### config.mk
export PLATFORM = sky130hd
export DESIGN_NAME = gtg_cell
export DESIGN_NICKNAME = d
export VERILOG_FILES = /design/src/rtl/core/gtg_pkg.sv /design/src/rtl/core/gtg_cell.sv
export SDC_FILE = /design/constraint.sdc
export NUM_CORES = 1
export LEC_CHECK = 0
export BUFFER_PORTS_ARGS = -buffer_cell sky130_fd_sc_hd__buf_2
export CORE_ASPECT_RATIO = 1.1
export CORE_MARGIN = 2
export CORE_UTILIZATION = 43
export CTS_BUF_LIST = sky130_fd_sc_hd__clkbuf_8 sky130_fd_sc_hd__clkbuf_16
export CTS_CLUSTER_DIAMETER = 120
export DETAILED_ROUTE_END_ITERATION = 8
export PLACE_DENSITY = 0.77
export SLEW_MARGIN = 20
export SYNTH_ARGS = -nofsm -noshare
export SYNTH_HDL_FRONTEND = slang
export SYNTH_SLANG_ARGS = --single-unit
### constraint.sdc
create_clock -name i_clk -period 8.3 [get_ports i_clk]
set_clock_uncertainty 0.05 [all_clocks]
set_input_delay 1.245 -clock i_clk [delete_from_list [all_inputs] [get_ports i_clk]]
set_output_delay 1.245 -clock i_clk [all_outputs]
set_load 0.005 [all_outputs]
### src/rtl/core/gtg_pkg.sv
`timescale 1ns / 1ps
// ----------------------------------------------------------------------------
// gtg_pkg
// Shared types and constants for the go-to-goal steering block.
// ----------------------------------------------------------------------------
package gtg_pkg;

    localparam int SQRT_STEPS = 17;
    localparam int ATAN_LEN   = 24;
    localparam int COORD_LIM  = 24576;
    localparam logic signed [31:0] HALF_PI_Q28 = 32'sd421657428;

    localparam logic [1:0] REG_GAIN      = 2'd0;
    localparam logic [1:0] REG_MAX_SPEED = 2'd1;
    localparam logic [1:0] REG_STOP_RAD  = 2'd2;
    localparam logic [1:0] REG_HEAD_TOL  = 2'd3;

    localparam logic [1:0] ST_DRIVE    = 2'd0;
    localparam logic [1:0] ST_ACCEPTED = 2'd1;
    localparam logic [1:0] ST_REJECTED = 2'd2;

    localparam logic signed [31:0] ATAN_Q28 [ATAN_LEN] = '{
        32'sd210828714, 32'sd124459457, 32'sd65760959, 32'sd33381290,
        32'sd16755422,  32'sd8385879,   32'sd4193963,  32'sd2097109,
        32'sd1048571,   32'sd524287,    32'sd262144,   32'sd131072,
        32'sd65536,     32'sd32768,     32'sd16384,    32'sd8192,
        32'sd4096,      32'sd2048,      32'sd1024,     32'sd512,
        32'sd256,       32'sd128,       32'sd64,       32'sd32
    };

    typedef struct packed {
        logic [15:0] gain;
        logic [14:0] max_speed;
        logic [14:0] stop_radius;
        logic [14:0] heading_tol;
    } t_cfg;

    typedef struct packed {
        logic               valid;
        logic               pose;
        logic [1:0]         status;
        logic signed [14:0] heading;
        logic signed [35:0] cx;
        logic signed [35:0] cy;
        logic signed [31:0] cz;
        logic [33:0]        sv;
        logic [33:0]        sr;
    } t_cell_data;

endpackage

### src/rtl/core/gtg_cell.sv
`timescale 1ns / 1ps
// ----------------------------------------------------------------------------
// gtg_cell
// One pipeline cell: one vectoring CORDIC rotation if IDX < CORDIC_STAGES, one square-root digit if IDX < SQRT_STEPS.
// ----------------------------------------------------------------------------
module gtg_cell import gtg_pkg::*; #(
    parameter int IDX           = 0,
    parameter int CORDIC_STAGES = 16
) (
    input  logic       i_clk,
    input  logic       i_rst_n,
    input  logic       i_en,
    input  t_cell_data i_d,
    output t_cell_data o_d
);
    localparam int SH = (IDX < SQRT_STEPS) ? 2 * (SQRT_STEPS - 1 - IDX) : 0;
    localparam logic [33:0] BITC = 34'(1) << SH;

    t_cell_data r_d, n_d;
    logic signed [35:0] w_xs, w_ys;
    logic [33:0] w_trial;

    assign w_xs    = i_d.cx >>> IDX;
    assign w_ys    = i_d.cy >>> IDX;
    assign w_trial = i_d.sr + BITC;

    always_comb begin
        n_d = i_d;
        if (IDX < CORDIC_STAGES) begin
            if (i_d.cy > 0) begin
                n_d.cx = i_d.cx + w_ys;
                n_d.cy = i_d.cy - w_xs;
                n_d.cz = i_d.cz + ATAN_Q28[IDX];
            end else begin
                n_d.cx = i_d.cx - w_ys;
                n_d.cy = i_d.cy + w_xs;
                n_d.cz = i_d.cz - ATAN_Q28[IDX];
            end
        end
        if (IDX < SQRT_STEPS) begin
            if (i_d.sv >= w_trial) begin
                n_d.sv = i_d.sv - w_trial;
                n_d.sr = (i_d.sr >> 1) + BITC;
            end else begin
                n_d.sr = i_d.sr >> 1;
            end
        end
    end

    always_ff @(posedge i_clk) begin
        if (!i_rst_n) begin
            r_d <= '0;
        end else if (i_en) begin
            r_d <= n_d;
        end
    end

    assign o_d = r_d;
endmodule

Word-level counts from Yosys, hierarchy flattened
Index checks and enable logic that the tools add are counted.

Mux-type cells: 3. Add/sub/neg operators: 8. Order comparisons: 2.

Operator list (number): $mux W104 (1); $sub A36 B36 Y36 (2); $mux W34 (2); $add A36 B36 Y36 (1); $gt A36 B1 Y1 const B (1); $add A33 B33 Y34 const B (1); $add A34 B33 Y34 const B (1); $ge A34 B34 Y1 (1); $sub A34 B34 Y34 (1); $add A32 B29 Y32 const B (1); $sub A32 B29 Y32 const B (1).

Bits of input ports: 194. Register bits: 191. Word-level logic and storage cells: 22. Output and inout port bits: 191.

Logic depth before layout (Yosys ltp)
Gate-level depths: netlist of run 1.

Depth after elaboration: 3. Mapped depth: 18. Depth with buffers taken out: 16.

Worst setup path before layout of run 1
No wires, ideal clock.

Path type: input to register. Start: input i_d[105] in the netlist's numbering. End: register r_d, in the netlist o_d[98]. Setup time: 0.131 ns. Buffers on the path: 2. Arrival: 5.177 ns. Required time: 8.119 ns. Slack: 2.942 ns. Stages on the path: 17. Cell sequence: nor4_1 -> nand4_1 -> nor2_1 -> a41o_1 -> buf_1 -> buf_1 -> ha_1 -> a211oi_1 -> nor4_2 -> o31ai_2 -> nor4_2 -> a21oi_2 -> o21ai_1 -> a2111oi_0 -> nor4b_2 -> nand4b_1 -> o211ai_1.

Cells in the longest elaborated chain, start to end: 2.

Ends and longest elaborated chain: from (decl) (line gtg_cell.sv:13) `input t_cell_data i_d,`; $gt A36 B1 Y1 (line gtg_cell.sv:30) `if (i_d.cy > 0) begin`; $mux W104 (line gtg_cell.sv:30); to (signal assigned) (line gtg_cell.sv:54) `r_d <= n_d;`; to (decl) (line gtg_cell.sv:19) `t_cell_data r_d, n_d;`.

Every way passes these cells. A chain may end at the register's enable or synchronous reset.

Worst setup path in the final report of run 1
Start: input i_d[130] in the netlist's numbering. End: register r_d, in the netlist o_d[98].

Same word-level chain as after synthesis.

==> results.yml, run 1 <==
pwr:
  powerDensity_nw_per_um2: 158.4
  vdd_drop_max_v: 0.0001624
  p_total_mw: 3.037
  p_leak_nw: 9.292
global_routing:
  busiest_layer: "met2"
  grt_overflow: 0
  grt_usage_pct: 27.64
  grt_max_degree: 116
  grt_pass1_wl_mm: 87.86
  grt_pass1_vias: 16150
  antenna_found_initial: 4
  grt_util_met2_pct: 44.54
  met3_usage_pct: 4.164
  grt_use_met1_pct: 35.99
logic_synthesis:
  synthArstFlopShare_pct: 0
  ys_ff_latch: 190
  syn-cell-area_sq_um: 16470
  synth.distinct_cells: 93
  yosys_most_used_dff: "dfxtp_1"
  synth_edf_count: 0
  yosysWarningCount: 0
  synth.net_count: 2520
  synthCells: 2152
  synth.yosys.seq_area_share_pct: 23.09
  syn_avg_cell_area_sq_um: 7.654
routing:
  drtIter0Drc: 1388
  antenna_left: 0
  detail_route.vias_per_cell: 5.803
  totalWireLength_mm: 56.81
  vias: 17170
  first_pass_iters: 8
  avgRoutedWirePerCell_um: 19.20
  drc_errors: 0
critical_path:
  critPathLaunch: "i_d[130]"
  required_ns: 8.59
  critPathMostFrequentCell: "nor4_2"
  crit_buf_inv: 2
  slowest_delay_ns: 0.85
  start_kind: "input port"
  slowest_stage: "nor4_1"
  critPathTopFamily: "compound AO/OA/AOI/OAI gates"
  arrival_ns: 5.87
  worstPathMaxFanout: 23
  end_kind: "flop"
  path_cells: "buf_2 > nor4_1 > nand4_1 > nor2_1 > a41o_2 > buf_4 > ha_1 > a211oi_1 > nor4_2 > o31ai_2 > nor4_2 > a21oi_2 > o21ai_1 > a2111oi_0 > nor4b_2 > nand4b_1 > o211ai_1"
  worstReg2RegStart: "o_d[120]$_SDFFE_PN0P_"
  crit_type: "in2reg"
job:
  max_cap_violations: 0
place:
  globalplace.congestion: 0.9524
  portBuffers: 384
  numPlacedInstances: 2923
  place.detailed.hpwl_mm: 44.52
floorplan:
  die_h_um: 209.3
  core_area_sq_um: 38010
  start_util_pct: 43.34
  die_area_sq_um: 39890
  num_rows: 75
  io_pins: 385
  dieWidth_um: 190.6
clocking:
  clk_pin_slew_worst_paths_ns: 0.07
  cts_tree: "done"
  numCtsBuffers: 17
  ctsHoldBuffers: 0
  cts_max_path_buffers: 2
  cts_root_buffer: "clkbuf_16"
  insertion_delay_ns: 0.47
  cts_resized: 0
  post-cts-setup-buffers: 0
  ctsHtreeMaxLevel: 4
  cts.sinks: 190
layout:
  layout_common_cells: "buf_2 (383), nor2_1 (269), a21oi_1 (223), dfxtp_1 (190), ha_1 (169)"
  finalNonFillerCells: 2959
  final_common_cell: "buf_2"
  nets: 2810
  fillers: 3734
  area_growth_pct: 16.38
  drive_gt1_share_pct: 19.10
  largest_register_ffs: 190
timing:
  rsz0062_at_grt: "no"
  tightest_slew_ns: 0.9929
  setup_tns_ns: 0
  setup_viol: 0
  slew_headroom_pct: 33.20
  period_minus_slack_ns: 5.580
  hold_viol: 0
  drv_slew: 0
  max_freq_mhz: 179.2
  period_share_pct: 67.23
outcome:
  status: "complete, no violations"
min_path:
  hp-start: "o_d[67]$_SDFFE_PN0P_"
  hp-class: "reg2reg"
[cell families after synthesis]
| kind of cell | Yosys count | synth area share [%] |
|---|---|---|
| buffers and inverters | 280 | 6.723 |
| muxes | 95 | 5.788 |
| xor gates and xnor gates | 106 | 5.637 |
| and+or+nand+nor | 605 | 17.11 |
| DFF | 190 | 23.09 |
| AOI/OAI and AO/OA | 702 | 28.21 |
| adders and majority gates | 174 | 13.45 |
[final cells by class]
type	instances	area, sq um	area share, %
Inverter	157	591.8	3.087
Multi-Input combinational cell	1682	11560	60.31
Clock inverter	15	143.9	0.7507
Timing Repair Buffer	394	2007	10.47
Clock buffer	17	425.4	2.219
Sequential cell	190	3804	19.84
Tap cell	500	625.6	3.264
Antenna cell	4	10.01	0.05222
[per-stage QoR]
stage	cell area, sq um	utilization (%)	hold slack, ns	worst slack [ns]
finish	19170	50.44	0.4092	2.720
global route	19170	50.44	0.4417	2.518
CTS	19160	50.41	0.4162	2.821
detailed placement	18590	48.91	0.3977	2.354
global placement	18590	48.91	0.3946	2.483
floorplan	16470	-	0.3919	2.942
[worst register-to-register path, delay by kind of cell, from the launching register on]
| kind | cells | cell delay [ns] |
|---|---|---|
| flops | 1 | 0.33 |
| compound gates | 3 | 0.53 |
| simple gates | 1 | 0.04 |
[worst paths after layout]
kind                                end  slack (ns)  cells after the start
setup / recovery   o_d[98]$_SDFFE_PN0P_        2.72                     17
hold / removal     o_d[67]$_SDFFE_PN0P_        0.41                      2
setup reg to reg  o_d[120]$_SDFFE_PN0P_        7.27                      4
hold reg to reg    o_d[67]$_SDFFE_PN0P_        0.41                      2
[report_power, final]
part           switching, mW  internal, mW
combinational          0.703         0.467
sequential            0.0450         0.998
clock                  0.382         0.443
total                   1.13          1.91
[layer usage]
metal	vias to the layer above	routed length [um]	share of wire (%)
met1	8057	24300	43
met3	113	4104	7.2
li1	8255	-	-
met4	0	2569	4.5
met2	746	25830	45
met5	-	0	0
[Yosys cell counts (19+ instances only)]
cell	n	share of area (%)
a211oi_1	66	3.0
a21o_1	61	2.8
a21oi_1	223	6.8
clkbuf_1	89	2.0
dfxtp_1	190	23
ha_1	169	13
inv_1	154	3.5
mux2i_1	93	5.7
nand2_1	111	2.5
nand3_1	42	1.3
nand4_1	19	0.72
nor2_1	269	6.1
nor2b_1	26	0.99
nor3_1	39	1.2
o21a_1	26	1.2
o21ai_0	132	4.0
o21bai_1	27	1.2
xnor2_1	82	4.4
xor2_1	24	1.3
(Power assumes the default switching activity.)
==> run 2, diff against run 1 <==
- ABC_AREA: unset -> 1
- PLACE_DENSITY: 0.77 -> 0.78
- clock period: 8.3 -> 4.8 ns (I/O delays scaled with it)
==> results.yml, run 2 <==
critical_path:
  crit_buf_inv: 4
  slowest_delay_ns: 0.46
  worstPathMaxFanout: 16
  reg2regPathDepth: 2
  start_kind: "input port"
  crit_type: "in2reg"
  arrival_ns: 3.95
  path_cells: "buf_2 > inv_1 > nand4_1 > nor2_1 > nand4_1 > nor2_1 > nor2_4 > inv_2 > ha_1 > nand2_1 > o21ai_0 > a21oi_1 > o21ai_0 > nand4_1 > nand2_1 > nor2_1 > o21bai_1 > inv_1"
  end_kind: "flop"
  worstReg2RegStart: "o_d[170]$_SDFFE_PN0P_"
  r2r_end: "o_d[170]$_SDFFE_PN0P_"
  critPathTopFamily: "simple AND/OR/NAND/NOR gates"
  slowest_stage: "nor2_4"
  r2r_setup_slack_ns: 3.97
  required_ns: 5.10
logic_synthesis:
  syn_avg_cell_area_sq_um: 5.913
  synthTopCellsByCount: "nand2_1 (828), inv_1 (440), nor2_1 (351)"
  synth.top_cell.area_share_pct: 19.89
  synth.yosys.seq_area_share_pct: 19.89
  ys_ff_latch: 190
  synth.distinct_cells: 52
  synthArstFlopShare_pct: 0
  yosys.area.top_type: "dfxtp_1"
  synth.net_count: 3603
  ys_top_cells_by_area: "dfxtp_1 (20%), nand2_1 (16%), ha_1 (11%)"
  syn-cell-area_sq_um: 19130
  synthCells: 3235
  yosysMostFrequentCell: "nand2_1"
  yosys_most_used_dff: "dfxtp_1"
  synth_edf_count: 0
  yosysWarningCount: 0
global_routing:
  grt_usage_pct: 30.82
  grt_overflow: 0
  grt_pass1_wl_mm: 111.3
  grt_max_degree: 141
  grt_pass1_vias: 20370
  antenna_found_initial: 0
clocking:
  cts_resized: 0
  cts_tree: "done"
  cts_max_path_buffers: 2
  ctsHoldBuffers: 0
  insertion_delay_ns: 0.45
  ctsHtreeMaxLevel: 4
  cts_root_buffer: "clkbuf_16"
  clk_pin_slew_worst_paths_ns: 0.08
  post-cts-setup-buffers: 0
  numCtsBuffers: 17
  cts.sinks: 190
pwr:
  vdd_drop_max_v: 0.0002446
  p_leak_nw: 11.85
  powerDensity_nw_per_um2: 256.3
timing:
  hold_viol: 0
  period_share_pct: 75.92
  tightest_slew_ns: 0.9177
  drv_slew: 0
  period_minus_slack_ns: 3.644
  setup_viol: 0
  rsz0062_at_grt: "no"
  max_freq_mhz: 274.4
  setup_tns_ns: 0
  slew_headroom_pct: 38.82
routing:
  totalWireLength_mm: 73.02
  vias: 21870
  antenna_left: 0
  detail_route.vias_per_cell: 5.295
  drc_errors: 0
  avgRoutedWirePerCell_um: 17.68
  drtIter0Drc: 1600
  first_pass_iters: 5
floorplan:
  num_rows: 81
  start_util_pct: 43.29
  die_area_sq_um: 46190
  dieWidth_um: 205.1
  io_pins: 385
  die_h_um: 225.2
  core_area_sq_um: 44190
place:
  globalplace.congestion: 1.015
  place.detailed.hpwl_mm: 60.10
  numPlacedInstances: 4098
  portBuffers: 384
layout:
  finalNonFillerCells: 4130
  drive_gt1_share_pct: 14.12
  layout_common_cells: "nand2_1 (828), inv_1 (439), buf_2 (382), nor2_1 (351), a21oi_1 (314)"
  antenna_cells: 0
  final_common_cell: "nand2_1"
  fillers: 4873
  area_growth_pct: 14.54
  largest_register_ffs: 190
  nets: 3904
  utilization_pct: 49.58
outcome:
  status: "complete, no violations"
min_path:
  hp-start: "o_d[133]$_SDFFE_PN0P_"
  hold_depth: 2
  worstHoldEndpoint: "o_d[133]$_SDFFE_PN0P_"
  hp-class: "reg2reg"
job:
  max_cap_violations: 0
run 2: per-stage QoR:
stage	hold slack (ns)	worst slack, ns	cell area, sq um	power, mW
global route	0.4233	0.8973	21910	5.957
CTS	0.4077	1.240	21910	5.597
floorplan	0.4108	1.185	19130	3.311
finish	0.4123	1.156	21910	5.614
global placement	0.4016	0.8257	21290	4.075
detailed placement	0.4024	0.7870	21290	4.085
run 2: tightest hold or removal path, cell delays in order (launching register included):
cell and delay [ns]:
dfxtp_1 0.31, nand2_1 0.06, a21oi_1 0.05
run 2: worst max-delay path by stage:
stage	slack, ns	end	startpoint	cells past startpoint
finish	1.16	o_d[96]$_SDFFE_PN0P_	i_d[131]	18
global route	0.90	o_d[92]$_SDFFE_PN0P_	i_d[101]	18
CTS	1.24	o_d[91]$_SDFFE_PN0P_	i_d[131]	20
detailed placement	0.79	o_d[97]$_SDFFE_PN0P_	i_d[101]	20
global placement	0.83	o_d[92]$_SDFFE_PN0P_	i_d[101]	17
floorplan	1.19	o_d[90]$_SDFFE_PN0P_	i_d[101]	19
run 2: cells by family after synthesis:
kind of cell,synth area share (%)
AO/OA/AOI/OAI,17.72
XOR/XNOR,3.434
adder cells (fa/ha/maj),11.58
buffers and inverters,12.42
flip-flops,19.89
AND/OR/NAND/NOR,34.96
run 2: final cells by class:
type / instances / area [sq um] / area share [%]
Multi-Input combinational cell: 2463 / 12950 / 59.13
Sequential cell: 190 / 3804 / 17.36
Timing Repair Buffer: 398 / 2051 / 9.361
Inverter: 466 / 1750 / 7.990
Tap cell: 581 / 726.9 / 3.318
Clock buffer: 19 / 452.9 / 2.068
Clock inverter: 13 / 168.9 / 0.7710
run 2: where the power goes:
group,switching [mW],leakage [nW],internal [mW]
sequential,0.0769,1.58,1.72
clock,0.741,0.302,0.778
combinational,1.52,9.97,0.777
total,2.34,11.8,3.27
run 2: layer usage:
metal / vias up / track usage (%) / part of all wire (%)
li1: 11030 / - / -
met1: 9917 / 39.23 / 43
met2: 776 / 52.50 / 47
met3: 149 / 3.123 / 6.2
met4: 0 / 13.76 / 4.6
met5: - / 0 / 0
==> run 3, diff against run 2 <==
- PLACE_DENSITY: 0.78 -> 0.76
- clock period: 4.8 -> 3.6 ns (I/O delays scaled with it)
==> results.yml, run 3 (synthesis gave the netlist of run 2 again) <==
outcome:
  status: "complete, no violations"
timing:
  whs_ns: 0.2527
  drv_slew: 0
  setup_tns_ns: 0
  max_freq_mhz: 296.3
  setup_viol: 0
  hold_viol: 0
  rsz0062_at_grt: "no"
  period_share_pct: 93.74
  period_minus_slack_ns: 3.375
  tightest_slew_ns: 0.8394
  slew_headroom_pct: 44.04
clocking:
  insertion_delay_ns: 0.45
  ctsHtreeMaxLevel: 4
  cts.sinks: 190
  ctsHoldBuffers: 0
  cts_root_buffer: "clkbuf_16"
  cts_tree: "done"
  clk_pin_slew_worst_paths_ns: 0.08
  cts_resized: 0
  cts_max_path_buffers: 2
  post-cts-setup-buffers: 0
  numCtsBuffers: 17
layout:
  drive_gt1_share_pct: 16.40
  seqCellArea_sq_um: 3804
  final_common_cell: "nand2_1"
  finalNonFillerCells: 4230
  layout_common_cells: "nand2_1 (828), inv_1 (440), buf_2 (382), nor2_1 (351), a21oi_1 (314)"
  largest_register_ffs: 190
  multi_input_comb_area_sq_um: 12950
  final_area_sq_um: 22660
  fillers: 4767
  nets: 4002
  area_growth_pct: 18.45
floorplan:
  num_rows: 81
  io_pins: 385
  die_h_um: 225.2
  core_area_sq_um: 44190
  die_area_sq_um: 46190
  dieWidth_um: 205.1
  start_util_pct: 43.29
pwr:
  powerDensity_nw_per_um2: 332.8
  vdd_drop_max_v: 0.0002966
  p_leak_nw: 12.32
place:
  globalplace.congestion: 1.036
  numPlacedInstances: 4196
  portBuffers: 384
  dpl_cell_area_sq_um: 22060
  place.detailed.hpwl_mm: 61.05
critical_path:
  crit_type: "in2reg"
  end_kind: "flop"
  required_ns: 3.89
  arrival_ns: 3.67
  worstReg2RegStart: "o_d[158]$_SDFFE_PN0P_"
  critPathLaunch: "i_d[131]"
  r2r_end: "o_d[158]$_SDFFE_PN0P_"
  worstPathMaxFanout: 17
  r2r_setup_slack_ns: 2.73
  start_kind: "input port"
  reg2regPathDepth: 2
  endpoint: "o_d[84]$_SDFFE_PN0P_"
routing:
  totalWireLength_mm: 73.89
  drc_errors: 0
  drtIter0Drc: 1783
  vias: 22230
  avgRoutedWirePerCell_um: 17.47
  antenna_left: 0
  first_pass_iters: 7
  detail_route.vias_per_cell: 5.256
global_routing:
  grt_pass1_vias: 20730
  antenna_found_initial: 3
  grt_pass1_wl_mm: 111.9
  grt_overflow: 0
  grt_max_degree: 95
  grt_usage_pct: 31.15
min_path:
  hp-class: "in2reg"
  hold_depth: 3
job:
  max_cap_violations: 0
==> run 3: cell count changes in the layout (fill, tap and decap cells not counted) <==
cell / previous run / this run
buf_12: 1 / 4
buf_4: 14 / 109
bufinv_16: 1 / 0
clkbuf_8: 3 / 1
clkinv_8: 3 / 4
diode_2: 0 / 2
inv_1: 439 / 440
inv_6: 1 / 2
==> run 3: area by class of cell <==
cell class,instances,share of cell area [%]
Timing Repair Buffer,496,12.46
Inverter,466,7.726
Multi-Input combinational cell,2463,57.17
Sequential cell,190,16.79
Clock inverter,15,0.7400
Tap cell,581,3.209
Antenna cell,2,0.02209
Clock buffer,17,1.878
==> run 3: worst min path at each step <==
stage / start / end / slack, ns
floorplan: o_d[53]$_SDFFE_PN0P_ / o_d[53]$_SDFFE_PN0P_ / 0.41
CTS: i_d[178] / o_d[178]$_SDFFE_PN0P_ / 0.23
global route: i_d[173] / o_d[173]$_SDFFE_PN0P_ / 0.25
global placement: o_d[39]$_SDFFE_PN0P_ / o_d[39]$_SDFFE_PN0P_ / 0.40
finish: i_d[190] / o_d[190]$_SDFFE_PN0P_ / 0.25
detailed placement: o_d[54]$_SDFFE_PN0P_ / o_d[54]$_SDFFE_PN0P_ / 0.40
==> run 3: report_power, final <==
group          leakage, nW  switching (mW)  internal (mW)
registers             1.58           0.105           2.29
clock network        0.290            1.01          0.936
logic                 10.5            2.06           1.14
total                 12.3            3.17           4.37
==> run 3: metal layers <==
layer	vias up	track usage (%)	share of wire, %
met2	818	53.63	47
met5	-	0	0.0095
li1	11210	-	-
met1	10060	38.97	42
met4	2	14.74	4.7
met3	147	2.964	5.9
==> run 3: stage by stage <==
step | total power [mW] | util [%] | setup slack, ns
2_1_floorplan | 4.415 | - | 0.1653
3_3_place_gp | 5.559 | 49.92 | -0.08698
3_5_place_dp | 5.577 | 49.92 | -0.1280
4_1_cts | 7.516 | 51.26 | 0.3453
5_1_grt | 8.010 | 51.27 | 0.01650
6_report | 7.540 | 51.27 | 0.2255
==> run 3: worst max-delay path: stages <==
cell,delay (ns)
buf_2,0.11
inv_1,0.07
nand4_1,0.15
nor2_1,0.40
nand4_1,0.13
nor2_1,0.22
nor2_4,0.08
buf_12,0.16
ha_1,0.31
a21oi_1,0.21
o21ai_0,0.13
a21oi_1,0.27
inv_1,0.07
a21oi_1,0.23
buf_4,0.16
xor2_1,0.16
nand2_1,0.07
o211ai_1,0.10
inv_1,0.05
