`src/rtl/core/gtg_pkg.sv`:
```
`timescale 1ns / 1ps
// ----------------------------------------------------------------------------
// gtg_pkg
// Shared types and constants for the go-to-goal steering block.
// ----------------------------------------------------------------------------
package gtg_pkg;

    localparam int SQRT_STEPS = 17;
    localparam int ATAN_LEN   = 24;
    localparam int COORD_LIM  = 24576;
    localparam logic signed [31:0] HALF_PI_Q28 = 32'sd421657428;

    localparam logic [1:0] REG_GAIN      = 2'd0;
    localparam logic [1:0] REG_MAX_SPEED = 2'd1;
    localparam logic [1:0] REG_STOP_RAD  = 2'd2;
    localparam logic [1:0] REG_HEAD_TOL  = 2'd3;

    localparam logic [1:0] ST_DRIVE    = 2'd0;
    localparam logic [1:0] ST_ACCEPTED = 2'd1;
    localparam logic [1:0] ST_REJECTED = 2'd2;

    localparam logic signed [31:0] ATAN_Q28 [ATAN_LEN] = '{
        32'sd210828714, 32'sd124459457, 32'sd65760959, 32'sd33381290,
        32'sd16755422,  32'sd8385879,   32'sd4193963,  32'sd2097109,
        32'sd1048571,   32'sd524287,    32'sd262144,   32'sd131072,
        32'sd65536,     32'sd32768,     32'sd16384,    32'sd8192,
        32'sd4096,      32'sd2048,      32'sd1024,     32'sd512,
        32'sd256,       32'sd128,       32'sd64,       32'sd32
    };

    typedef struct packed {
        logic [15:0] gain;
        logic [14:0] max_speed;
        logic [14:0] stop_radius;
        logic [14:0] heading_tol;
    } t_cfg;

    typedef struct packed {
        logic               valid;
        logic               pose;
        logic [1:0]         status;
        logic signed [14:0] heading;
        logic signed [35:0] cx;
        logic signed [35:0] cy;
        logic signed [31:0] cz;
        logic [33:0]        sv;
        logic [33:0]        sr;
    } t_cell_data;

endpackage

```
`src/rtl/core/gtg_cfg.sv`:
```
`timescale 1ns / 1ps
// ----------------------------------------------------------------------------
// gtg_cfg
// APB register file: gain, speed limit, stop radius, heading tolerance.
// ----------------------------------------------------------------------------
module gtg_cfg import gtg_pkg::*; (
    input  logic        i_clk,
    input  logic        i_rst_n,
    input  logic        psel,
    input  logic        penable,
    input  logic        pwrite,
    input  logic [3:0]  paddr,
    input  logic [31:0] pwdata,
    output logic [31:0] prdata,
    output logic        pready,
    output t_cfg        o_cfg
);
    t_cfg r_cfg;
    logic w_wr;

    assign pready = 1'b1;
    assign w_wr   = psel && penable && pwrite;
    assign o_cfg  = r_cfg;

    always_ff @(posedge i_clk) begin
        if (!i_rst_n) begin
            r_cfg.gain        <= 16'd4096;
            r_cfg.max_speed   <= 15'd6144;
            r_cfg.stop_radius <= 15'd205;
            r_cfg.heading_tol <= 15'd819;
        end else if (w_wr) begin
            case (paddr[3:2])
                REG_GAIN:      r_cfg.gain        <= pwdata[15:0];
                REG_MAX_SPEED: r_cfg.max_speed   <= pwdata[14:0];
                REG_STOP_RAD:  r_cfg.stop_radius <= pwdata[14:0];
                REG_HEAD_TOL:  r_cfg.heading_tol <= pwdata[14:0];
                default: ;
            endcase
        end
    end

    always_comb begin
        case (paddr[3:2])
            REG_GAIN:      prdata = {16'd0, r_cfg.gain};
            REG_MAX_SPEED: prdata = {17'd0, r_cfg.max_speed};
            REG_STOP_RAD:  prdata = {17'd0, r_cfg.stop_radius};
            REG_HEAD_TOL:  prdata = {17'd0, r_cfg.heading_tol};
            default:       prdata = 32'd0;
        endcase
    end
endmodule

```
`config.mk`:
```
export PLATFORM = sky130hd
export DESIGN_NAME = gtg_cfg
export DESIGN_NICKNAME = d
export VERILOG_FILES = /design/src/rtl/core/gtg_pkg.sv /design/src/rtl/core/gtg_cfg.sv
export SDC_FILE = /design/constraint.sdc
export NUM_CORES = 1
export LEC_CHECK = 0
export BUFFER_PORTS_ARGS = -buffer_cell sky130_fd_sc_hd__clkbuf_2
export CAP_MARGIN = 20
export CELL_PAD_IN_SITES_DETAIL_PLACEMENT = 0
export CELL_PAD_IN_SITES_GLOBAL_PLACEMENT = 1
export CORE_MARGIN = 5
export CORE_UTILIZATION = 34
export DETAILED_ROUTE_END_ITERATION = 7
export PLACE_DENSITY_LB_ADDON = 0.1
export SLEW_MARGIN = 20
export SYNTH_ARGS = -nofsm -noshare
export SYNTH_HDL_FRONTEND = slang
export SYNTH_SLANG_ARGS = --single-unit
export TNS_END_PERCENT = 20
```
`constraint.sdc`:
```
create_clock -name i_clk -period 1.8 [get_ports i_clk]
set_input_delay 0.45 -clock i_clk [delete_from_list [all_inputs] [get_ports i_clk]]
set_output_delay 0.45 -clock i_clk [all_outputs]
set_load 0.1 [all_outputs]
```
After elaboration in Yosys (flattened, before gate mapping)
Cells that the tools add are included.
Cells by class
  add/sub/neg operators: 0
  multiply operators: 0
  divide/modulo/power cells: 0
  order comparisons: 0
  equality and inequality tests: 3
  shift operators: 0
  muxes and demuxes: 1
  bitwise gates (word level): 0
  reduce and logical (&&, ||, !) cells: 7
Operators by type and width (count)
  $pmux W32 S4: 1
  $reduce_and A2 Y1: 4
  $eq A2 B2 Y1 const B: 2
  $eq A2 B1 Y1 const B: 1
  $logic_and A1 B1 Y1: 2
  $logic_not A2 Y1: 1
Storage, ports and cells
  register bits: 61
  bits in latches: 0
  memory bits (writable): 0
  ROM bits: 0
  input bits: 41
  logic and storage cells: 15
  memories: 0

Longest topological paths before layout
Gate-level depths: netlist (run 1).
  depth in word-level cells: 3
  depth in mapped cells: 6

Least setup slack after synthesis (run 1)
OpenSTA, ideal clock, no wires.
  kind: register to output
  start point: reg r_cfg (netlist bit o_cfg[60])
  end point: out prdata[15]
  data arrival time: 2329 ps
  required time: 1350 ps
  path slack: -979 ps
  cell stages (with the launch flop): 3
  path buffers: 0
  path through: dfxtp_1 > inv_1 > nor2_1
Between the ends
  word-level cells in the longest chain between the ends: 1
RTL lines
  from (decl): RTL line gtg_cfg.sv:18  | t_cfg r_cfg;
  $pmux W32 S4: RTL line gtg_cfg.sv:43  | case (paddr[3:2])
  to (decl): RTL line gtg_cfg.sv:14  | output logic [31:0] prdata,
Every way passes these cells. The select of a mux whose other input is x is not followed.

Worst setup path in the final report (run 1)
  start point: in paddr[3]
  end point: out prdata[8]
Between the ends
  word-level cells in the longest chain between the ends: 2
RTL lines
  from (decl): RTL line gtg_cfg.sv:12  | input logic [3:0] paddr,
  $eq A2 B2 Y1, or another cell as far along: RTL line gtg_cfg.sv:43
  $pmux W32 S4 *: RTL line gtg_cfg.sv:43
Mark *: on every way between the ends. The rest lies on a longest branch, timed or not. The select of a mux whose other input is x is not followed.

==> flow_summary.ini, run 1 <==
[status]
status = finished with violations
violations = setup timing

[clock_tree]
clockRootBuffer = clkbuf_8
cts-buffers-inserted = 9
cts_tree = done
ctsHtreeMaxLevel = 3
postCtsSetupBuffers = 0
clock_latency_ns = 0.32
numClockSinks = 61
cts_buffer_depth = 2
clk_pin_slew_worst_paths_ns = 0.06

[layout]
largest_register_ffs = 61
area_growth_syn_to_layout_pct = 39.7
nNetsFinal = 425
final_layout_size_suffix_gt1_frac = 0.556
insertedDiodeCount = 0

[die]
die-area_um2 = 10300
ios = 135
die_x_um = 102
initial_core_util = 0.347
design.core.area_um2 = 8220
num_rows = 33
die_h_um = 102

[drt]
firstDrtPassIters = 5
vias = 2280
drt_wl_total_um = 7530
via_per_inst = 4.63
drc = 0
detail-route-antenna-nets = 0
wl_per_cell_um = 15.3
drtIter0Drc = 69

[critical_path]
r2r_cells = 2
setup.worst_path.class = input port to output pin
crit_path_end_kind = output pin
critPathMaxFanout = 8
r2r_start = o_cfg[18]$_SDFFE_PN1P_
reg2reg_to = o_cfg[18]$_SDFFE_PN1P_
reg2reg_slack_ns = 1.12
worstPathArrival_ns = 1.40
crit_required_ns = 1.35
start_kind = input port

[synth]
ys.flop_type = dfxtp_1
ys_seq_elements = 61
netlist_instances = 277
synth_edf_count = 0
async_flop_share = 0
yosysTopAreaCellShare = 0.428
synth_area_leader_cell = dfxtp_1
synth.distinct_cells = 24
syn_area_per_cell_um2 = 10.3
ys_seq_area_frac = 0.428
synth_common_cells = 63 x nand2_1, 61 x dfxtp_1, 50 x mux2i_1, 18 x buf_4, 12 x mux4_2
ys_top_cells_by_area = dfxtp_1 43%, mux2i_1 18%, mux4_2 9.5%, nand2_1 8.3%, buf_4 4.7%
yosysWarningCount = 0
synthesis.area_um2 = 2850
synthMostInstantiatedCell = nand2_1

[placement]
gp_congestion = 0.718
dp_hpwl_um = 5700
io_buffers = 99
dp_slack_ns = -0.224

[global_routing]
met2_usage = 0.227
grt_max_degree = 80
grt-ovfl-total = 0
grt-busiest-layer = met2
antenna_found_initial = 0
grt_pass1_wl_um = 11900
met3_usage = 0.0523
grt_pass1_vias = 2247
grt_usage = 0.151
grt.met1_usage = 0.206

[worst_hold_path]
min_to = o_cfg[60]$_SDFFE_PN0P_
hold_path_depth = 3
min-delay-start = pwdata[15]
hold_path_class = input port to flip-flop

[power]
p_leak_nw = 1.85
peakVddDrop_mv = 0.301
p_total_mw = 3.21
cellPowerDensity_nw_per_um2 = 806

[sta]
tns_ns = -0.357
slew_violations = 0
setup_slack_ns = -0.0537
setup_violations = 11
slew_headroom = 0.629
fin_worst_skew_ns = 0
clock.fmax_mhz = 539
rsz0062_at_grt = true
hold_violations = 0
worstMarginPinSlew_ns = 0.559
period_share = 1.03
min_period_ns = 1.85

[job]
maxCapViolations = 0
==> where the power goes <==
group | switching, mW | internal (mW)
Clock | 0.493 | 0.555
Combinational | 0.583 | 0.194
Sequential | 0.0155 | 1.37
Total | 1.09 | 2.12
==> layout by cell type, fill, tap and decap left out, types with 2 or more instances in the layout <==
| cell type | Yosys | layout |
|---|---|---|
| clkbuf_2 | 0 | 81 |
| nand2_1 | 63 | 63 |
| dfxtp_2 | 0 | 59 |
| mux2i_1 | 50 | 50 |
| buf_12 | 1 | 19 |
| conb_1 | 2 | 17 |
| mux4_2 | 12 | 15 |
| buf_4 | 18 | 15 |
| clkbuf_8 | 0 | 12 |
| inv_1 | 11 | 11 |
| o21ai_0 | 11 | 11 |
| o311ai_0 | 5 | 5 |
| nor2b_1 | 5 | 5 |
| o211ai_1 | 5 | 5 |
| or2_1 | 3 | 2 |
| nor2_2 | 1 | 2 |
| clkinv_2 | 0 | 2 |
| buf_8 | 0 | 2 |
| dfxtp_4 | 0 | 2 |
==> cell families (layout without fill, tap and decap cells) <==
group	count (synthesis)	after routing	share of synthesized area
and+or+nand+nor	77	77	0.114
DFF	61	61	0.428
buffers and inverters	50	145	0.106
AOI/OAI and AO/OA	22	22	0.0522
other	2	17	0.00263
muxes	65	65	0.298
==> per-stage QoR <==
| step | hold slack [ns] | utilization | area (um^2) | std cells |
|---|---|---|---|---|
| 2_1_floorplan | 0.581 | - | 2990 | 292 |
| 3_3_place_gp | 0.451 | 0.461 | 3790 | 478 |
| 3_5_place_dp | 0.456 | 0.461 | 3790 | 478 |
| 4_1_cts | 0.330 | 0.485 | 3980 | 492 |
| 5_1_grt | 0.356 | 0.485 | 3990 | 492 |
| 6_report | 0.345 | 0.485 | 3990 | 492 |
==> how the worst max path moves through the flow <==
stage	start	to	cells past startpoint
after floorplan	paddr[3]	prdata[10]	3
after global placement	paddr[2]	prdata[4]	4
after detailed placement	paddr[2]	prdata[8]	4
after CTS	paddr[3]	prdata[8]	4
after global routing	paddr[3]	prdata[6]	4
final	paddr[3]	prdata[8]	4
==> critical path, cell delays in order <==
cell    delay, ns
buf_8        0.08
buf_12       0.13
mux4_2       0.54
buf_12       0.19
==> what timing repair did <==
item / 4_1_cts / 5_1_grt
endpoints found under the setup margin: 16 / 16
resized for setup: 7 / 1
pin swaps: 0 / 0
gates cloned: 0 / 0
hold buffers: 0 / 0
==> final cells by class <==
type	instances	area, um^2
Clock inverter	2	10.0
Inverter	12	45.0
Sequential cell	61	1300
Tap cell	105	131
Multi-Input combinational cell	181	1390
Timing Repair Buffer	119	953
Clock buffer	12	155
Fill cell	808	4230
==> layer usage <==
metal / up-vias / part of all wire
li1: 1129 / -
met1: 1068 / 0.46
met5: - / 0
met4: 0 / 0.010
met2: 77 / 0.46
met3: 6 / 0.071
Power figures use the tool's default switching activity.
==> run 2, diff against run 1 <==
--- a/config.mk
+++ b/config.mk
@@ -5,13 +5,14 @@
 export SDC_FILE = /design/constraint.sdc
 export NUM_CORES = 1
 export LEC_CHECK = 0
-export BUFFER_PORTS_ARGS = -buffer_cell sky130_fd_sc_hd__clkbuf_2
+export BUFFER_PORTS_ARGS = -buffer_cell sky130_fd_sc_hd__buf_4
 export CAP_MARGIN = 20
 export CELL_PAD_IN_SITES_DETAIL_PLACEMENT = 0
 export CELL_PAD_IN_SITES_GLOBAL_PLACEMENT = 1
 export CORE_MARGIN = 5
 export CORE_UTILIZATION = 34
 export DETAILED_ROUTE_END_ITERATION = 7
+export GPL_TIMING_DRIVEN = 0
 export PLACE_DENSITY_LB_ADDON = 0.1
 export SLEW_MARGIN = 20
 export SYNTH_ARGS = -nofsm -noshare
==> run 2 against run 1 <==
The run still ends with setup timing left. Maximum frequency decreased by 0.83%. Final cell count increased by 5.1%. Via count increased by 7.4%. Power increased by 8.6%. Clock power increased by 22%. Register-to-register slack got worse by 0.03 ns. Die area unchanged. Largest cell class unchanged. Highest routed layer unchanged.
==> flow_summary.ini, run 2 (synthesis gave the netlist of run 1 again) <==
[sta]
min_period_ns = 1.87
rsz0062_at_grt = true
slew_headroom = 0.523
setup_slack_ns = -0.0692
worstMarginPinSlew_ns = 0.715
hold_violations = 0
slew_violations = 0
period_share = 1.04
setup_violations = 11
clock.fmax_mhz = 535
fin_worst_skew_ns = 0

[critical_path]
reg2reg_slack_ns = 1.09
cpPeakStageDelay_ns = 0.54
worstSetupStartpoint = paddr[3]
path_cells = buf_12 -> buf_12 -> mux4_2 -> buf_12
crit_required_ns = 1.35
start_kind = input port
crit_top_cell = buf_12
r2r_cells = 2
worstPathArrival_ns = 1.42
slowest_stage = mux4_2
crit_path_end_kind = output pin
r2r_start = o_cfg[42]$_SDFFE_PN1P_
worstSetupEndpoint = prdata[10]
critPathMaxFanout = 6
reg2reg_to = o_cfg[42]$_SDFFE_PN1P_
setup.worst_path.class = input port to output pin

[drt]
drtIter0Drc = 74
firstDrtPassIters = 4
detail-route-antenna-nets = 0
wl_per_cell_um = 17.4
drc = 0
via_per_inst = 4.74
drt_wl_total_um = 8980
vias = 2449

[clock_tree]
clockRootBuffer = clkbuf_8
numClockSinks = 61
ctsHtreeMaxLevel = 3
clock_latency_ns = 0.33
cts-buffers-inserted = 9
clk_pin_slew_worst_paths_ns = 0.07
cts_tree = done
cts_buffer_depth = 2

[layout]
largest_register_ffs = 61
final_cells = 517
insertedDiodeCount = 0
nNetsFinal = 448
final_layout_size_suffix_gt1_frac = 0.556
layout_common_cells = 104 x buf_4, 63 x nand2_1, 59 x dfxtp_2, 50 x mux2i_1, 17 x conb_1
area_growth_syn_to_layout_pct = 49.5
final_common_cell = buf_4

[global_routing]
grt_max_degree = 12
grt_pass1_wl_um = 13700
grt_usage = 0.178
grt_pass1_vias = 2456
antenna_found_initial = 0
grt-ovfl-total = 0

[placement]
gp_congestion = 0.737
dp_hpwl_um = 6420
io_buffers = 96
dp_slack_ns = -0.498
dp.cells = 493

[power]
peakVddDrop_mv = 0.408
combPwrFrac = 0.235
p_clk_frac = 0.368
swShare = 0.339
pwr-share-seq = 0.397
cellPowerDensity_nw_per_um2 = 818
intPower_mw = 2.30
power_switching_mw = 1.18
p_leak_nw = 1.98

[die]
initial_core_util = 0.347
ios = 135
design.core.area_um2 = 8220
die-area_um2 = 10300
die_x_um = 102
die_h_um = 102
num_rows = 33

[status]
violations = setup timing
status = finished with violations

[job]
maxCapViolations = 0

[worst_hold_path]
hold_path_class = input port to flip-flop
run 2: cell types whose count changed in the layout (fill, tap and decap cells not counted), moves of 2 or more:
cell	change
buf_12	-10
buf_2	+3
buf_4	+89
buf_6	+15
buf_8	-2
clkbuf_1	+9
clkbuf_2	-81
clkbuf_8	-3
clkinvlp_4	+2
run 2: final cells by class:
| type | count | area [um^2] |
|---|---|---|
| Fill cell | 755 | 3950 |
| Multi-Input combinational cell | 181 | 1380 |
| Sequential cell | 61 | 1300 |
| Timing Repair Buffer | 104 | 883 |
| Buffer | 38 | 310 |
| Clock buffer | 10 | 149 |
| Tap cell | 105 | 131 |
| Clock inverter | 6 | 60.1 |
| Inverter | 12 | 45.0 |
run 2: power groups by stage:
stage                     Clock [mW]  Sequential [mW]  Combinational (mW)
after detailed placement           0             1.42               0.769
after global routing            1.37             1.39               0.853
after floorplan                    0             1.56               0.470
final                           1.28             1.39               0.821
after global placement             0             1.42               0.767
after CTS                       1.31             1.39               0.820
run 2: metal layers:
| metal | wire [um] | global-route usage | share of wire |
|---|---|---|---|
| met1 | 4150 | 0.247 | 0.46 |
| met5 | 0 | 0 | 0 |
| met2 | 4080 | 0.272 | 0.45 |
| met4 | 76 | 0.0368 | 0.0085 |
| met3 | 674 | 0.0599 | 0.075 |
run 2: critical path, delay by kind of cell:
kind,cells,cell delay [ns]
buffers and inverters,3,0.43
muxes,1,0.54
run 2: worst min-delay path by stage:
stage                                 from                endpoint  cells past startpoint
floorplan                       pwdata[15]  o_cfg[60]$_SDFFE_PN0P_                      2
global placement    o_cfg[34]$_SDFFE_PN0P_  o_cfg[34]$_SDFFE_PN0P_                      2
detailed placement  o_cfg[34]$_SDFFE_PN0P_  o_cfg[34]$_SDFFE_PN0P_                      2
CTS                             pwdata[15]  o_cfg[60]$_SDFFE_PN0P_                      3
global route                    pwdata[15]  o_cfg[60]$_SDFFE_PN0P_                      3
finish                          pwdata[15]  o_cfg[60]$_SDFFE_PN0P_                      3
run 2: repair_timing:
| action | in CTS | in global routing |
|---|---|---|
| buffers inserted | 5 | 3 |
| gates resized for setup | 34 | 0 |
| endpoints found under the hold margin | 0 | 0 |
| endpoints found under the setup margin | 15 | 16 |
| hold buffers | 0 | 0 |
run 2: per-stage QoR:
step | TNS (ns) | hold WS, ns | instance area [um^2] | power [mW] | util
final | -0.420 | 0.355 | 4260 | 3.49 | 0.519
after floorplan | -2.10 | 0.581 | 2990 | 2.03 | -
after CTS | -0.592 | 0.340 | 4240 | 3.52 | 0.516
after global placement | -5.59 | 0.449 | 3840 | 2.18 | 0.467
after global routing | -0.845 | 0.349 | 4260 | 3.61 | 0.519
after detailed placement | -6.07 | 0.454 | 3840 | 2.19 | 0.467
==> run 3, diff against run 2 <==
--- a/config.mk
+++ b/config.mk
@@ -9,11 +9,12 @@
 export CAP_MARGIN = 20
 export CELL_PAD_IN_SITES_DETAIL_PLACEMENT = 0
 export CELL_PAD_IN_SITES_GLOBAL_PLACEMENT = 1
-export CORE_MARGIN = 5
+export CORE_MARGIN = 2
 export CORE_UTILIZATION = 34
 export DETAILED_ROUTE_END_ITERATION = 7
 export GPL_TIMING_DRIVEN = 0
 export PLACE_DENSITY_LB_ADDON = 0.1
+export RECOVER_POWER = 50
 export SLEW_MARGIN = 20
 export SYNTH_ARGS = -nofsm -noshare
 export SYNTH_HDL_FRONTEND = slang
==> run 3 against run 2 <==
The flow still finishes with violations (setup timing). Worst hold slack improved by 0.00062 ns. Core utilization hardly changed. Wire length down 5.3%. Setup slack better by 0.012 ns. Critical path depth did not move. Clock skew unchanged. Sequential power barely moved. Maximum frequency is 0.67% higher. Global-route usage increased by 1.8 points. Count of clock-buffer cells in the layout increased by 2. Critical endpoint is now prdata[6]. Critical path type unchanged. Power shrank 2.2%. Highest routed layer unchanged. Largest cell class unchanged.
==> flow_summary.ini, run 3 (synthesis gave the netlist of run 1 again) <==
[placement]
io_buffers = 96
postPlaceCellArea_um2 = 3840
dp_hpwl_um = 5930
gp_congestion = 0.757

[sta]
setup_violations = 11
hold_violations = 0
holdWs_ns = 0.355
min_period_ns = 1.86
worstMarginPinSlew_ns = 0.700
period_share = 1.03
slew_headroom = 0.534
rsz0062_at_grt = true
slew_violations = 0
tns_ns = -0.400
setup_slack_ns = -0.0568
clock.fmax_mhz = 539
fin_worst_skew_ns = 0

[status]
status = finished with violations
violations = setup timing

[layout]
nNetsFinal = 449
final_layout_size_suffix_gt1_frac = 0.552
largest_register_ffs = 61
insertedDiodeCount = 0
stdcell_area_um2 = 4250
final_common_cell = buf_4
layout_common_cells = 107 x buf_4, 63 x nand2_1, 59 x dfxtp_2, 50 x mux2i_1, 17 x conb_1
area_growth_syn_to_layout_pct = 48.9

[clock_tree]
cts_buffer_depth = 2
clk_pin_slew_worst_paths_ns = 0.07
cts-buffers-inserted = 9
numClockSinks = 61
ctsHtreeMaxLevel = 3
clockRootBuffer = clkbuf_8
cts_tree = done
clock_latency_ns = 0.33

[drt]
drt_wl_total_um = 8500
drtIter0Drc = 90
detail-route-antenna-nets = 0
firstDrtPassIters = 4
drc = 0
wl_per_cell_um = 16.4
via_per_inst = 4.62
vias = 2391

[critical_path]
start_kind = input port
cpPeakStageDelay_ns = 0.53
reg2reg_slack_ns = 1.10
critPathMaxFanout = 7
setup.worst_path.class = input port to output pin
crit_required_ns = 1.35
path_cells = buf_16 -> buf_12 -> mux4_2 -> buf_12
crit_top_cell = buf_12
slowest_stage = mux4_2
crit_path_end_kind = output pin
r2r_cells = 2
worstPathArrival_ns = 1.41

[global_routing]
grt_pass1_vias = 2365
grt-ovfl-total = 0
grt_max_degree = 11
grt_usage = 0.197
antenna_found_initial = 0
grt_pass1_wl_um = 13000

[die]
ios = 135
design.core.area_um2 = 8180
die_h_um = 95.6
initial_core_util = 0.349
die_x_um = 95.6
die-area_um2 = 9140
num_rows = 33

[power]
p_total_mw = 3.41
power_switching_mw = 1.15
cellPowerDensity_nw_per_um2 = 803
peakVddDrop_mv = 0.410
combPwrFrac = 0.240
swShare = 0.336
p_leak_nw = 1.98
p_clk_frac = 0.353
intPower_mw = 2.27
pwr-share-seq = 0.406

[job]
maxCapViolations = 0

[worst_hold_path]
hold_path_depth = 3
hold_path_class = input port to flip-flop
run 3: critical path: cells and delay by family:
kind | cells | cell delay (ns)
buffers and inverters | 3 | 0.42
muxes | 1 | 0.53
run 3: layer usage:
layer / share of wire / global-route usage / wire (um) / vias up
met5: 0 / 0 / 0 / -
met4: 0.021 / 0.0881 / 180 / 0
met3: 0.057 / 0.0340 / 484 / 12
met2: 0.45 / 0.294 / 3840 / 89
met1: 0.47 / 0.277 / 3990 / 1111
li1: - / - / - / 1179
run 3: through the flow:
stage	instances	setup WS [ns]	utilization
global placement	493	-0.526	0.470
floorplan	292	-0.276	-
CTS	516	-0.0874	0.516
detailed placement	493	-0.486	0.470
finish	518	-0.0568	0.519
global route	518	-0.0948	0.519
run 3: cell type report:
class,instances,area [um^2]
Fill cell,763,3930
Buffer,38,312
Sequential cell,61,1300
Clock inverter,4,46.3
Timing Repair Buffer,105,882
Tap cell,105,131
Inverter,12,45.0
Multi-Input combinational cell,181,1380
Clock buffer,12,145
run 3: worst paths after layout:
path / from / endpoint
max: paddr[3] / prdata[6]
min: pwdata[15] / o_cfg[60]$_SDFFE_PN0P_
max reg2reg: o_cfg[17]$_SDFFE_PN1P_ / o_cfg[17]$_SDFFE_PN1P_
min reg2reg: o_cfg[46]$_SDFFE_PN0P_ / o_cfg[46]$_SDFFE_PN0P_
run 3: power groups by stage:
stage	registers, mW	logic [mW]	clock network (mW)
2_1_floorplan	1.56	0.470	0
4_1_cts	1.39	0.817	1.24
6_report	1.39	0.820	1.21
3_5_place_dp	1.42	0.765	0
5_1_grt	1.39	0.853	1.30
3_3_place_gp	1.42	0.765	0
run 3: timing repair:
action	CTS	global route
setup buffers	7	2
hold buffers	0	0
pin swaps	0	0
setup endpoints to repair	15	16
gates resized for setup	35	4
gates cloned	0	0
